$ cat src/rtl/core/tlb_pkg.sv
package tlb_pkg;

  localparam logic [15:0] CODE_NEWLINE    = 16'd10;
  localparam logic [15:0] CODE_SPACE      = 16'd32;
  localparam logic [15:0] CODE_NARROW_MAX = 16'h00ff;
  localparam logic [23:0] WIDTH_MAX       = 24'hffffff;

  localparam int MAX_RESULTS = 3;
  localparam int QUEUE_DEPTH = 2;

  // configuration register indexes
  localparam logic REG_CELL_WIDTH  = 1'b0;
  localparam logic REG_WRAP_ENABLE = 1'b1;

  typedef struct packed {
    logic        last_line;
    logic [23:0] line_width;
    logic [15:0] line_length;
    logic [15:0] line_begin;
  } line_desc_t;

  // all lines produced by one character, slot 0 first
  typedef struct packed {
    logic [1:0]                        cnt;
    line_desc_t [MAX_RESULTS-1:0]      line;
  } line_group_t;

  typedef struct packed {
    logic        we;
    logic        index;
    logic [15:0] data;
  } cfg_wr_t;

  function automatic logic [23:0] add_width(input logic [23:0] a, input logic [23:0] b);
    logic [24:0] s;
    s = {1'b0, a} + {1'b0, b};
    return s[24] ? WIDTH_MAX : s[23:0];
  endfunction

endpackage

$ cat src/rtl/core/tlb_front.sv
module tlb_front #(
  parameter int MAX_TEXT_LEN = 65535
) (
  input  logic                 clk,
  input  logic                 rst_n,
  input  tlb_pkg::cfg_wr_t     cfg,
  input  logic                 in_valid,
  input  logic [15:0]          char_code,
  input  logic [7:0]           char_width,
  input  logic                 last_char,
  input  logic                 q_full,
  output logic                 in_ready,
  output logic                 q_push,
  output tlb_pkg::line_group_t q_data
);

  localparam int CW = $clog2(MAX_TEXT_LEN + 1);
  localparam logic [CW:0] MaxCnt = (CW + 1)'(MAX_TEXT_LEN);

  function automatic logic [CW-1:0] add_cnt(input logic [CW-1:0] a, input logic [CW-1:0] b);
    logic [CW:0] s;
    s = {1'b0, a} + {1'b0, b};
    return (s > MaxCnt) ? MaxCnt[CW-1:0] : s[CW-1:0];
  endfunction

  logic [15:0] cell_width_r;
  logic        wrap_enable_r;

  logic [CW-1:0] char_pos_r, word_begin_r, word_count_r, line_start_r, line_count_r;
  logic [23:0]   word_total_r, word_visible_r, line_total_r;
  logic          word_nl_r, space_seen_r;

  logic [CW-1:0] char_pos_nxt, word_begin_nxt, word_count_nxt, line_start_nxt, line_count_nxt;
  logic [23:0]   word_total_nxt, word_visible_nxt, line_total_nxt;
  logic          word_nl_nxt, space_seen_nxt;
  tlb_pkg::line_group_t grp;

  logic accept;

  assign in_ready = !q_full;
  assign accept   = in_valid && in_ready;
  assign q_push   = accept && (grp.cnt != 2'd0);
  assign q_data   = grp;

  always_comb begin
    logic brk;
    logic close_word;
    char_pos_nxt     = char_pos_r;
    word_begin_nxt   = word_begin_r;
    word_count_nxt   = word_count_r;
    word_total_nxt   = word_total_r;
    word_visible_nxt = word_visible_r;
    word_nl_nxt      = word_nl_r;
    space_seen_nxt   = space_seen_r;
    line_start_nxt   = line_start_r;
    line_count_nxt   = line_count_r;
    line_total_nxt   = line_total_r;
    grp              = '0;
    brk              = 1'b0;
    close_word       = 1'b0;

    if (wrap_enable_r) begin
      close_word = (word_count_r != '0) &&
                   ((space_seen_r && char_code != tlb_pkg::CODE_SPACE) ||
                    (({1'b0, word_total_r} + 25'(char_width)) > 25'(cell_width_r)) ||
                    (char_code > tlb_pkg::CODE_NARROW_MAX) ||
                    (char_code == tlb_pkg::CODE_NEWLINE));
      // pack the open word before this character
      if (close_word) begin
        brk = word_nl_nxt || ((line_count_nxt != '0) &&
              (({1'b0, line_total_nxt} + {1'b0, word_visible_nxt}) > 25'(cell_width_r)));
        if (brk) begin
          grp.line[grp.cnt] = '{last_line: 1'b0, line_width: line_total_nxt,
                                line_length: 16'(line_count_nxt),
                                line_begin: 16'(line_start_nxt)};
          grp.cnt        = grp.cnt + 2'd1;
          line_start_nxt = word_begin_nxt;
          line_count_nxt = '0;
          line_total_nxt = '0;
        end
        line_count_nxt   = add_cnt(line_count_nxt, word_count_nxt);
        line_total_nxt   = tlb_pkg::add_width(line_total_nxt, word_total_nxt);
        word_count_nxt   = '0;
        word_total_nxt   = '0;
        word_visible_nxt = '0;
        word_nl_nxt      = 1'b0;
        space_seen_nxt   = 1'b0;
      end
      if (word_count_nxt == '0) begin
        word_begin_nxt = char_pos_r;
        word_nl_nxt    = (char_code == tlb_pkg::CODE_NEWLINE);
      end
      word_count_nxt = add_cnt(word_count_nxt, CW'(1));
      word_total_nxt = tlb_pkg::add_width(word_total_nxt, 24'(char_width));
      if (char_code == tlb_pkg::CODE_SPACE) begin
        space_seen_nxt = 1'b1;
      end else begin
        word_visible_nxt = tlb_pkg::add_width(word_visible_nxt, 24'(char_width));
      end
      // end of text: pack the word just grown
      if (last_char) begin
        brk = word_nl_nxt || ((line_count_nxt != '0) &&
              (({1'b0, line_total_nxt} + {1'b0, word_visible_nxt}) > 25'(cell_width_r)));
        if (brk) begin
          grp.line[grp.cnt] = '{last_line: 1'b0, line_width: line_total_nxt,
                                line_length: 16'(line_count_nxt),
                                line_begin: 16'(line_start_nxt)};
          grp.cnt        = grp.cnt + 2'd1;
          line_start_nxt = word_begin_nxt;
          line_count_nxt = '0;
          line_total_nxt = '0;
        end
        line_count_nxt = add_cnt(line_count_nxt, word_count_nxt);
        line_total_nxt = tlb_pkg::add_width(line_total_nxt, word_total_nxt);
      end
    end else begin
      // merge a word left open by wrap mode
      if (word_count_r != '0) begin
        line_count_nxt   = add_cnt(line_count_nxt, word_count_r);
        line_total_nxt   = tlb_pkg::add_width(line_total_nxt, word_total_r);
        word_count_nxt   = '0;
        word_total_nxt   = '0;
        word_visible_nxt = '0;
        word_nl_nxt      = 1'b0;
        space_seen_nxt   = 1'b0;
      end
      if (char_code == tlb_pkg::CODE_NEWLINE) begin
        grp.line[grp.cnt] = '{last_line: 1'b0, line_width: line_total_nxt,
                              line_length: 16'(line_count_nxt),
                              line_begin: 16'(line_start_nxt)};
        grp.cnt        = grp.cnt + 2'd1;
        line_start_nxt = add_cnt(char_pos_r, CW'(1));
        line_count_nxt = '0;
        line_total_nxt = '0;
      end else begin
        line_count_nxt = add_cnt(line_count_nxt, CW'(1));
        line_total_nxt = tlb_pkg::add_width(line_total_nxt, 24'(char_width));
      end
    end

    char_pos_nxt = add_cnt(char_pos_r, CW'(1));

    if (last_char) begin
      grp.line[grp.cnt] = '{last_line: 1'b1, line_width: line_total_nxt,
                            line_length: 16'(line_count_nxt),
                            line_begin: 16'(line_start_nxt)};
      grp.cnt          = grp.cnt + 2'd1;
      char_pos_nxt     = '0;
      word_begin_nxt   = '0;
      word_count_nxt   = '0;
      word_total_nxt   = '0;
      word_visible_nxt = '0;
      word_nl_nxt      = 1'b0;
      space_seen_nxt   = 1'b0;
      line_start_nxt   = '0;
      line_count_nxt   = '0;
      line_total_nxt   = '0;
    end
  end

  always_ff @(posedge clk) begin
    if (!rst_n) begin
      cell_width_r  <= '0;
      wrap_enable_r <= 1'b0;
    end else if (cfg.we) begin
      case (cfg.index)
        tlb_pkg::REG_CELL_WIDTH:  cell_width_r  <= cfg.data;
        tlb_pkg::REG_WRAP_ENABLE: wrap_enable_r <= cfg.data[0];
        default: ;
      endcase
    end
  end

  always_ff @(posedge clk) begin
    if (!rst_n) begin
      char_pos_r     <= '0;
      word_begin_r   <= '0;
      word_count_r   <= '0;
      word_total_r   <= '0;
      word_visible_r <= '0;
      word_nl_r      <= 1'b0;
      space_seen_r   <= 1'b0;
      line_start_r   <= '0;
      line_count_r   <= '0;
      line_total_r   <= '0;
    end else if (accept) begin
      char_pos_r     <= char_pos_nxt;
      word_begin_r   <= word_begin_nxt;
      word_count_r   <= word_count_nxt;
      word_total_r   <= word_total_nxt;
      word_visible_r <= word_visible_nxt;
      word_nl_r      <= word_nl_nxt;
      space_seen_r   <= space_seen_nxt;
      line_start_r   <= line_start_nxt;
      line_count_r   <= line_count_nxt;
      line_total_r   <= line_total_nxt;
    end
  end

endmodule

$ cat src/rtl/core/tlb_queue.sv
module tlb_queue (
  input  logic                 clk,
  input  logic                 rst_n,
  input  logic                 push,
  input  tlb_pkg::line_group_t push_data,
  input  logic                 pop,
  output logic                 full,
  output logic                 not_empty,
  output tlb_pkg::line_group_t pop_data
);

  localparam int AW = $clog2(tlb_pkg::QUEUE_DEPTH);
  localparam logic [AW:0] Depth = (AW + 1)'(tlb_pkg::QUEUE_DEPTH);

  tlb_pkg::line_group_t slot_r [tlb_pkg::QUEUE_DEPTH];
  logic [AW-1:0] wr_ptr_r, rd_ptr_r;
  logic [AW:0]   count_r;

  function automatic logic [AW-1:0] bump(input logic [AW-1:0] p);
    return (p == AW'(tlb_pkg::QUEUE_DEPTH - 1)) ? '0 : p + AW'(1);
  endfunction

  assign full      = (count_r == Depth);
  assign not_empty = (count_r != '0);
  assign pop_data  = slot_r[rd_ptr_r];

  always_ff @(posedge clk) begin
    if (push) begin
      slot_r[wr_ptr_r] <= push_data;
    end
  end

  always_ff @(posedge clk) begin
    if (!rst_n) begin
      wr_ptr_r <= '0;
      rd_ptr_r <= '0;
      count_r  <= '0;
    end else begin
      if (push) wr_ptr_r <= bump(wr_ptr_r);
      if (pop)  rd_ptr_r <= bump(rd_ptr_r);
      count_r <= count_r + (AW + 1)'(push) - (AW + 1)'(pop);
    end
  end

endmodule

$ cat src/rtl/core/tlb_back.sv
module tlb_back (
  input  logic                 clk,
  input  logic                 rst_n,
  input  logic                 q_not_empty,
  input  tlb_pkg::line_group_t q_data,
  output logic                 q_pop,
  output logic                 out_valid,
  input  logic                 out_ready,
  output tlb_pkg::line_desc_t  out_line
);

  tlb_pkg::line_group_t cur_r;
  logic [1:0]           idx_r;
  logic                 valid_r;
  logic                 fire, done;

  assign out_valid = valid_r;
  assign out_line  = cur_r.line[idx_r];
  assign fire      = valid_r && out_ready;
  assign done      = fire && (idx_r == cur_r.cnt - 2'd1);
  assign q_pop     = q_not_empty && (!valid_r || done);

  always_ff @(posedge clk) begin
    if (q_pop) begin
      cur_r <= q_data;
    end
  end

  always_ff @(posedge clk) begin
    if (!rst_n) begin
      valid_r <= 1'b0;
      idx_r   <= '0;
    end else if (q_pop) begin
      valid_r <= 1'b1;
      idx_r   <= '0;
    end else if (done) begin
      valid_r <= 1'b0;
    end else if (fire) begin
      idx_r <= idx_r + 2'd1;
    end
  end

endmodule

$ cat src/rtl/core/text_line_breaker.sv
// Channel  Dir  Handshake                  Payload
// in_      in   in_tvalid / in_tready      char_code, char_width; last_char on in_tlast
// out_     out  out_tvalid / out_tready    line_begin, line_length, line_width;
//                                          last_line on out_tlast
// cfg_     in   cfg_we (no wait)           cell_width (index 0), wrap_enable (index 1)
//
// One character request per cycle. The front updates the word and line state in the
// cycle of acceptance and hands zero to three line descriptors to a two-entry queue.
// The back sends one descriptor per cycle while out_tready is high, so the sustained
// rate is one character a cycle while each character yields at most one line.
// Reset (rst_n low, synchronous) clears the text state, the registers, the queue and
// the output stage. in_tready drops only while the queue is full; out_tready low
// holds the current descriptor and lets the front keep filling the queue.
module text_line_breaker #(
  parameter int MAX_TEXT_LEN = 65535
) (
  input  logic        clk,
  input  logic        rst_n,
  // configuration writes
  input  logic        cfg_we,
  input  logic        cfg_index,
  input  logic [15:0] cfg_wdata,
  // character requests
  input  logic        in_tvalid,
  output logic        in_tready,
  input  logic [23:0] in_tdata,   // [15:0] char_code, [23:16] char_width
  input  logic        in_tlast,   // last_char
  // line descriptors
  output logic        out_tvalid,
  input  logic        out_tready,
  output logic [55:0] out_tdata,  // [15:0] line_begin, [31:16] line_length, [55:32] line_width
  output logic        out_tlast   // last_line
);

  tlb_pkg::cfg_wr_t     cfg;
  tlb_pkg::line_group_t push_data, pop_data;
  tlb_pkg::line_desc_t  line;
  logic                 push, pop, q_full, q_not_empty;

  assign cfg = '{we: cfg_we, index: cfg_index, data: cfg_wdata};

  // front: classify characters, track words and lines
  tlb_front #(
    .MAX_TEXT_LEN(MAX_TEXT_LEN)
  ) u_front (
    .clk       (clk),
    .rst_n     (rst_n),
    .cfg       (cfg),
    .in_valid  (in_tvalid),
    .char_code (in_tdata[15:0]),
    .char_width(in_tdata[23:16]),
    .last_char (in_tlast),
    .q_full    (q_full),
    .in_ready  (in_tready),
    .q_push    (push),
    .q_data    (push_data)
  );

  // decouple the two sides
  tlb_queue u_queue (
    .clk      (clk),
    .rst_n    (rst_n),
    .push     (push),
    .push_data(push_data),
    .pop      (pop),
    .full     (q_full),
    .not_empty(q_not_empty),
    .pop_data (pop_data)
  );

  // back: drain each group one line at a time
  tlb_back u_back (
    .clk        (clk),
    .rst_n      (rst_n),
    .q_not_empty(q_not_empty),
    .q_data     (pop_data),
    .q_pop      (pop),
    .out_valid  (out_tvalid),
    .out_ready  (out_tready),
    .out_line   (line)
  );

  assign out_tdata = {line.line_width, line.line_length, line.line_begin};
  assign out_tlast = line.last_line;

endmodule

$ cat config.mk
export PLATFORM = sky130hd
export DESIGN_NAME = text_line_breaker
export DESIGN_NICKNAME = d
export VERILOG_FILES = /design/src/rtl/core/tlb_pkg.sv /design/src/rtl/core/tlb_front.sv /design/src/rtl/core/tlb_queue.sv /design/src/rtl/core/tlb_back.sv /design/src/rtl/core/text_line_breaker.sv
export SDC_FILE = /design/constraint.sdc
export NUM_CORES = 2
export LEC_CHECK = 0
export BUFFER_PORTS_ARGS = -buffer_cell sky130_fd_sc_hd__buf_2
export CORE_MARGIN = 4
export CORE_UTILIZATION = 45
export CTS_CLUSTER_SIZE = 24
export DETAILED_ROUTE_END_ITERATION = 6
export PLACE_DENSITY = 0.67
export SYNTH_ARGS = -nofsm -noshare
export SYNTH_HDL_FRONTEND = slang
export SYNTH_SLANG_ARGS = --single-unit
$ cat constraint.sdc
create_clock -name clk -period 46.9 [get_ports clk]
set_input_delay 2.345 -clock clk [delete_from_list [all_inputs] [get_ports clk]]
set_output_delay 2.345 -clock clk [all_outputs]
set_load 0.01 [all_outputs]
==> run_results.csv <==
group,metric,value,unit
clock_tree,cts.sinks,697,
die,die_x,320,um
power_and_ir_drop,clock_power_share,34.1,%
critical_path,arrival,19380,ps
sta,rsz0062_at_grt,"no",
finish,fillers,8705,
power_and_ir_drop,p_sw_share,30.0,%
synth,netlist_instances,4419,
critical_path,worstReg2RegStart,"u_front.line_total_r[0]",
clock_tree,htree_levels,3,
place,gp_congestion,0.979,
critical_path,crit_start,"in_tdata[16]",
clock_tree,path_clk_slew,60,ps
power_and_ir_drop,net-switching-power,545,uW
power_and_ir_drop,p_seq_share,44.6,%
synth,ys_warn_count,0,
critical_path,ff2ff_setup_slack,28040,ps
clock_tree,cts_setup_buffers,0,
power_and_ir_drop,comb_power_share,21.4,%
clock_tree,cts_tree,"yes",
critical_path,cp_slowest_cell,"a2111oi_0",
die,pin_count,106,
sta,fin_crit,19030,ps
synth,synth_edf_count,519,
grt,grt_pass1_wl,211000,um
routing,drt-total-wl,139000,um
die,coreArea,96600,um2
grt,antenna_found_initial,1,
sta,max_freq,0.0526,GHz
place,numPortBuffers,105,
die,dieArea,102000,um2
routing,num_vias,35900,
grt,grt_pass1_vias,34000,
power_and_ir_drop,peakVddDrop,0.0316,mV
routing,routedWlPerCell,24.2,um
synth,synth_nets,4737,
finish,mostFrequentLayoutCells,"edfxtp_1, nand2_1, nor2_1, a21oi_1, o21ai_0",
run,cap_violations,0,
sta,worst_pin_slew,1330,ps
critical_path,required,47250,ps
sta,hold_viol,0,
routing,first_pass_iters,6,
min_path,hp-class,"reg2reg",
synth,synthTopCellsByArea,"edfxtp_1, dfxtp_1, ha_1, mux2_2, a21oi_1",
clock_tree,cts_buffer_depth,3,
min_path,min-delay-start,"u_front.cell_width_r[11]",
synth,synthFlopType,"edfxtp_1",
die,fp.dieH,320,um
finish,final_common_cell,"edfxtp_1",
grt,grt_usage,26.4,%
synth,ys_ff_latch,697,
clock_tree,clock_latency,680,ps
power_and_ir_drop,intPower,1270,uW
sta,skew,70.0,ps
sta,timing.final.ws_setup,27870,ps
routing,ant_nets,0,
die,row_count,114,
critical_path,critPathLaunchType,"input pin",
synth,synth_top_cell_by_area,"edfxtp_1",
critical_path,crit_path_max_fanout,51,
synth,synth_cell_type_count,102,
sta,relSlewSlack,10.4,%
sta,setup_viol,0,
synth,syn_avg_cell_area,9.91,um2
die,start_util,45.4,%
sta,setup_tns,0,ps
clock_tree,numCtsBuffers,77,
synth,syn_area,43800,um2
power_and_ir_drop,leakagePower,0.0180,uW
finish,n_antenna_cell,0,
finish,area_growth,9.93,%
clock_tree,cts_resized,0,
clock_tree,hold_buffers,0,
sta,min_period_over_period,40.6,%
grt,overflow,0,
critical_path,slowest_delay,790,ps
critical_path,path_class,"in2reg",
critical_path,crit_top_cell,"ha_1",
critical_path,end_kind,"register",
routing,drt_iter0_markers,4280,
place,post-place-ws,27530,ps
finish,drive_gt1_share,12.2,%
grt,grt_max_degree,135,
synth,synth-seq-area-share,43.7,%
clock_tree,cts_root_buf,"clkbuf_16",
power_and_ir_drop,power.density,37.7,nW/um2
sta,slew_violations,0,
run_status,status,"finished, final reports clean",
synth,async_flop_share,0,%
synth,synth_top_cell_area_share,35.6,%
routing,via_per_inst,6.24,
place,hpwl,97200,um
finish,post-route-util,49.9,%
finish,nNetsFinal,4732,
routing,route.detailed.drc,0,
-- power groups by stage --
stage | sequential (uW) | combinational (uW) | clock (uW)
finish | 808 | 387 | 618
global route | 816 | 419 | 654
CTS | 808 | 388 | 629
detailed placement | 821 | 386 | 0
global placement | 817 | 382 | 0
floorplan | 828 | 256 | 0
-- synth_stat cells, drive strengths merged (27+ instances only) --
cell type and count:
a211oi 36, a21boi 42, a21o 66, a21oi 296
a22oi 96, a31oi 35, and2 115, and3 40
buf 38, clkbuf 212, dfxtp 178, edfxtp 519
ha 259, inv 170, mux2 176, mux2i 79
nand2 349, nand2b 42, nand3 104, nand4 39
nor2 302, nor2b 133, nor3 58, nor4 28
o211ai 27, o21a 42, o21ai 271, o21bai 40
o22a 28, o22ai 87, xnor2 145, xor2 84
-- critical path, delay by kind of cell --
family	cells	cell delay (ps)
buf+inv	4	1200
xor+xnor	2	340
simple gates	18	5330
fa+ha+maj	7	1980
compound gates	33	8130
-- state kept, by name, indices dropped and copies added, names as in the netlist, 24 cells and up --
name                    cells
u_back.cur_r              173
u_front.word_total_r       24
u_queue.slot_r            346
u_front.line_total_r       24
u_front.word_visible_r     24
-- worst paths after layout --
path                              endpoint  cells after the start
setup reg to reg    u_queue.slot_r[1][112]                     63
hold reg to reg   u_front.cell_width_r[11]                      2
hold / removal    u_front.cell_width_r[11]                      2
setup / recovery    u_queue.slot_r[1][112]                     64
-- cell families (layout without fill, tap and decap cells) --
group	Yosys count	in the layout	share of synthesized area (%)
flip-flops	697	697	43.7
adder cells (fa/ha/maj)	273	273	7.99
AO/OA/AOI/OAI	1258	1258	19.1
XOR/XNOR	229	229	4.58
multiplexers	255	255	6.40
AND/OR/NAND/NOR	1286	1286	14.5
buffers and inverters	421	480	3.70
-- layer usage --
layer	vias to the layer above	GRT usage [%]	share of wire [%]
li1	16400	-	-
met1	17500	38.4	44
met2	1771	39.3	43
met3	261	5.06	9.7
met4	0	9.20	3.3
met5	-	0	0
-- metrics by stage --
stage	power (uW)	instance area, um2	hold WS [ps]	instances
after global routing	1890	48200	486	5754
after floorplan	1080	43800	443	4419
final	1810	48200	461	5754
after detailed placement	1210	45500	460	5611
after CTS	1830	48200	467	5754
after global placement	1200	45500	456	5611
-- area by class of cell --
cell class / count / area [um2] / area share (%)
well taps: 1276 / 1600 / 3.32
clock inverters: 33 / 454 / 0.943
flip-flops and latches: 697 / 19200 / 39.8
multi-input cells: 3301 / 23100 / 48.1
clock buffers: 110 / 2150 / 4.47
inverters: 171 / 642 / 1.33
repair buffers: 166 / 1010 / 2.10
No activity file was read; power rests on OpenSTA's default activity.
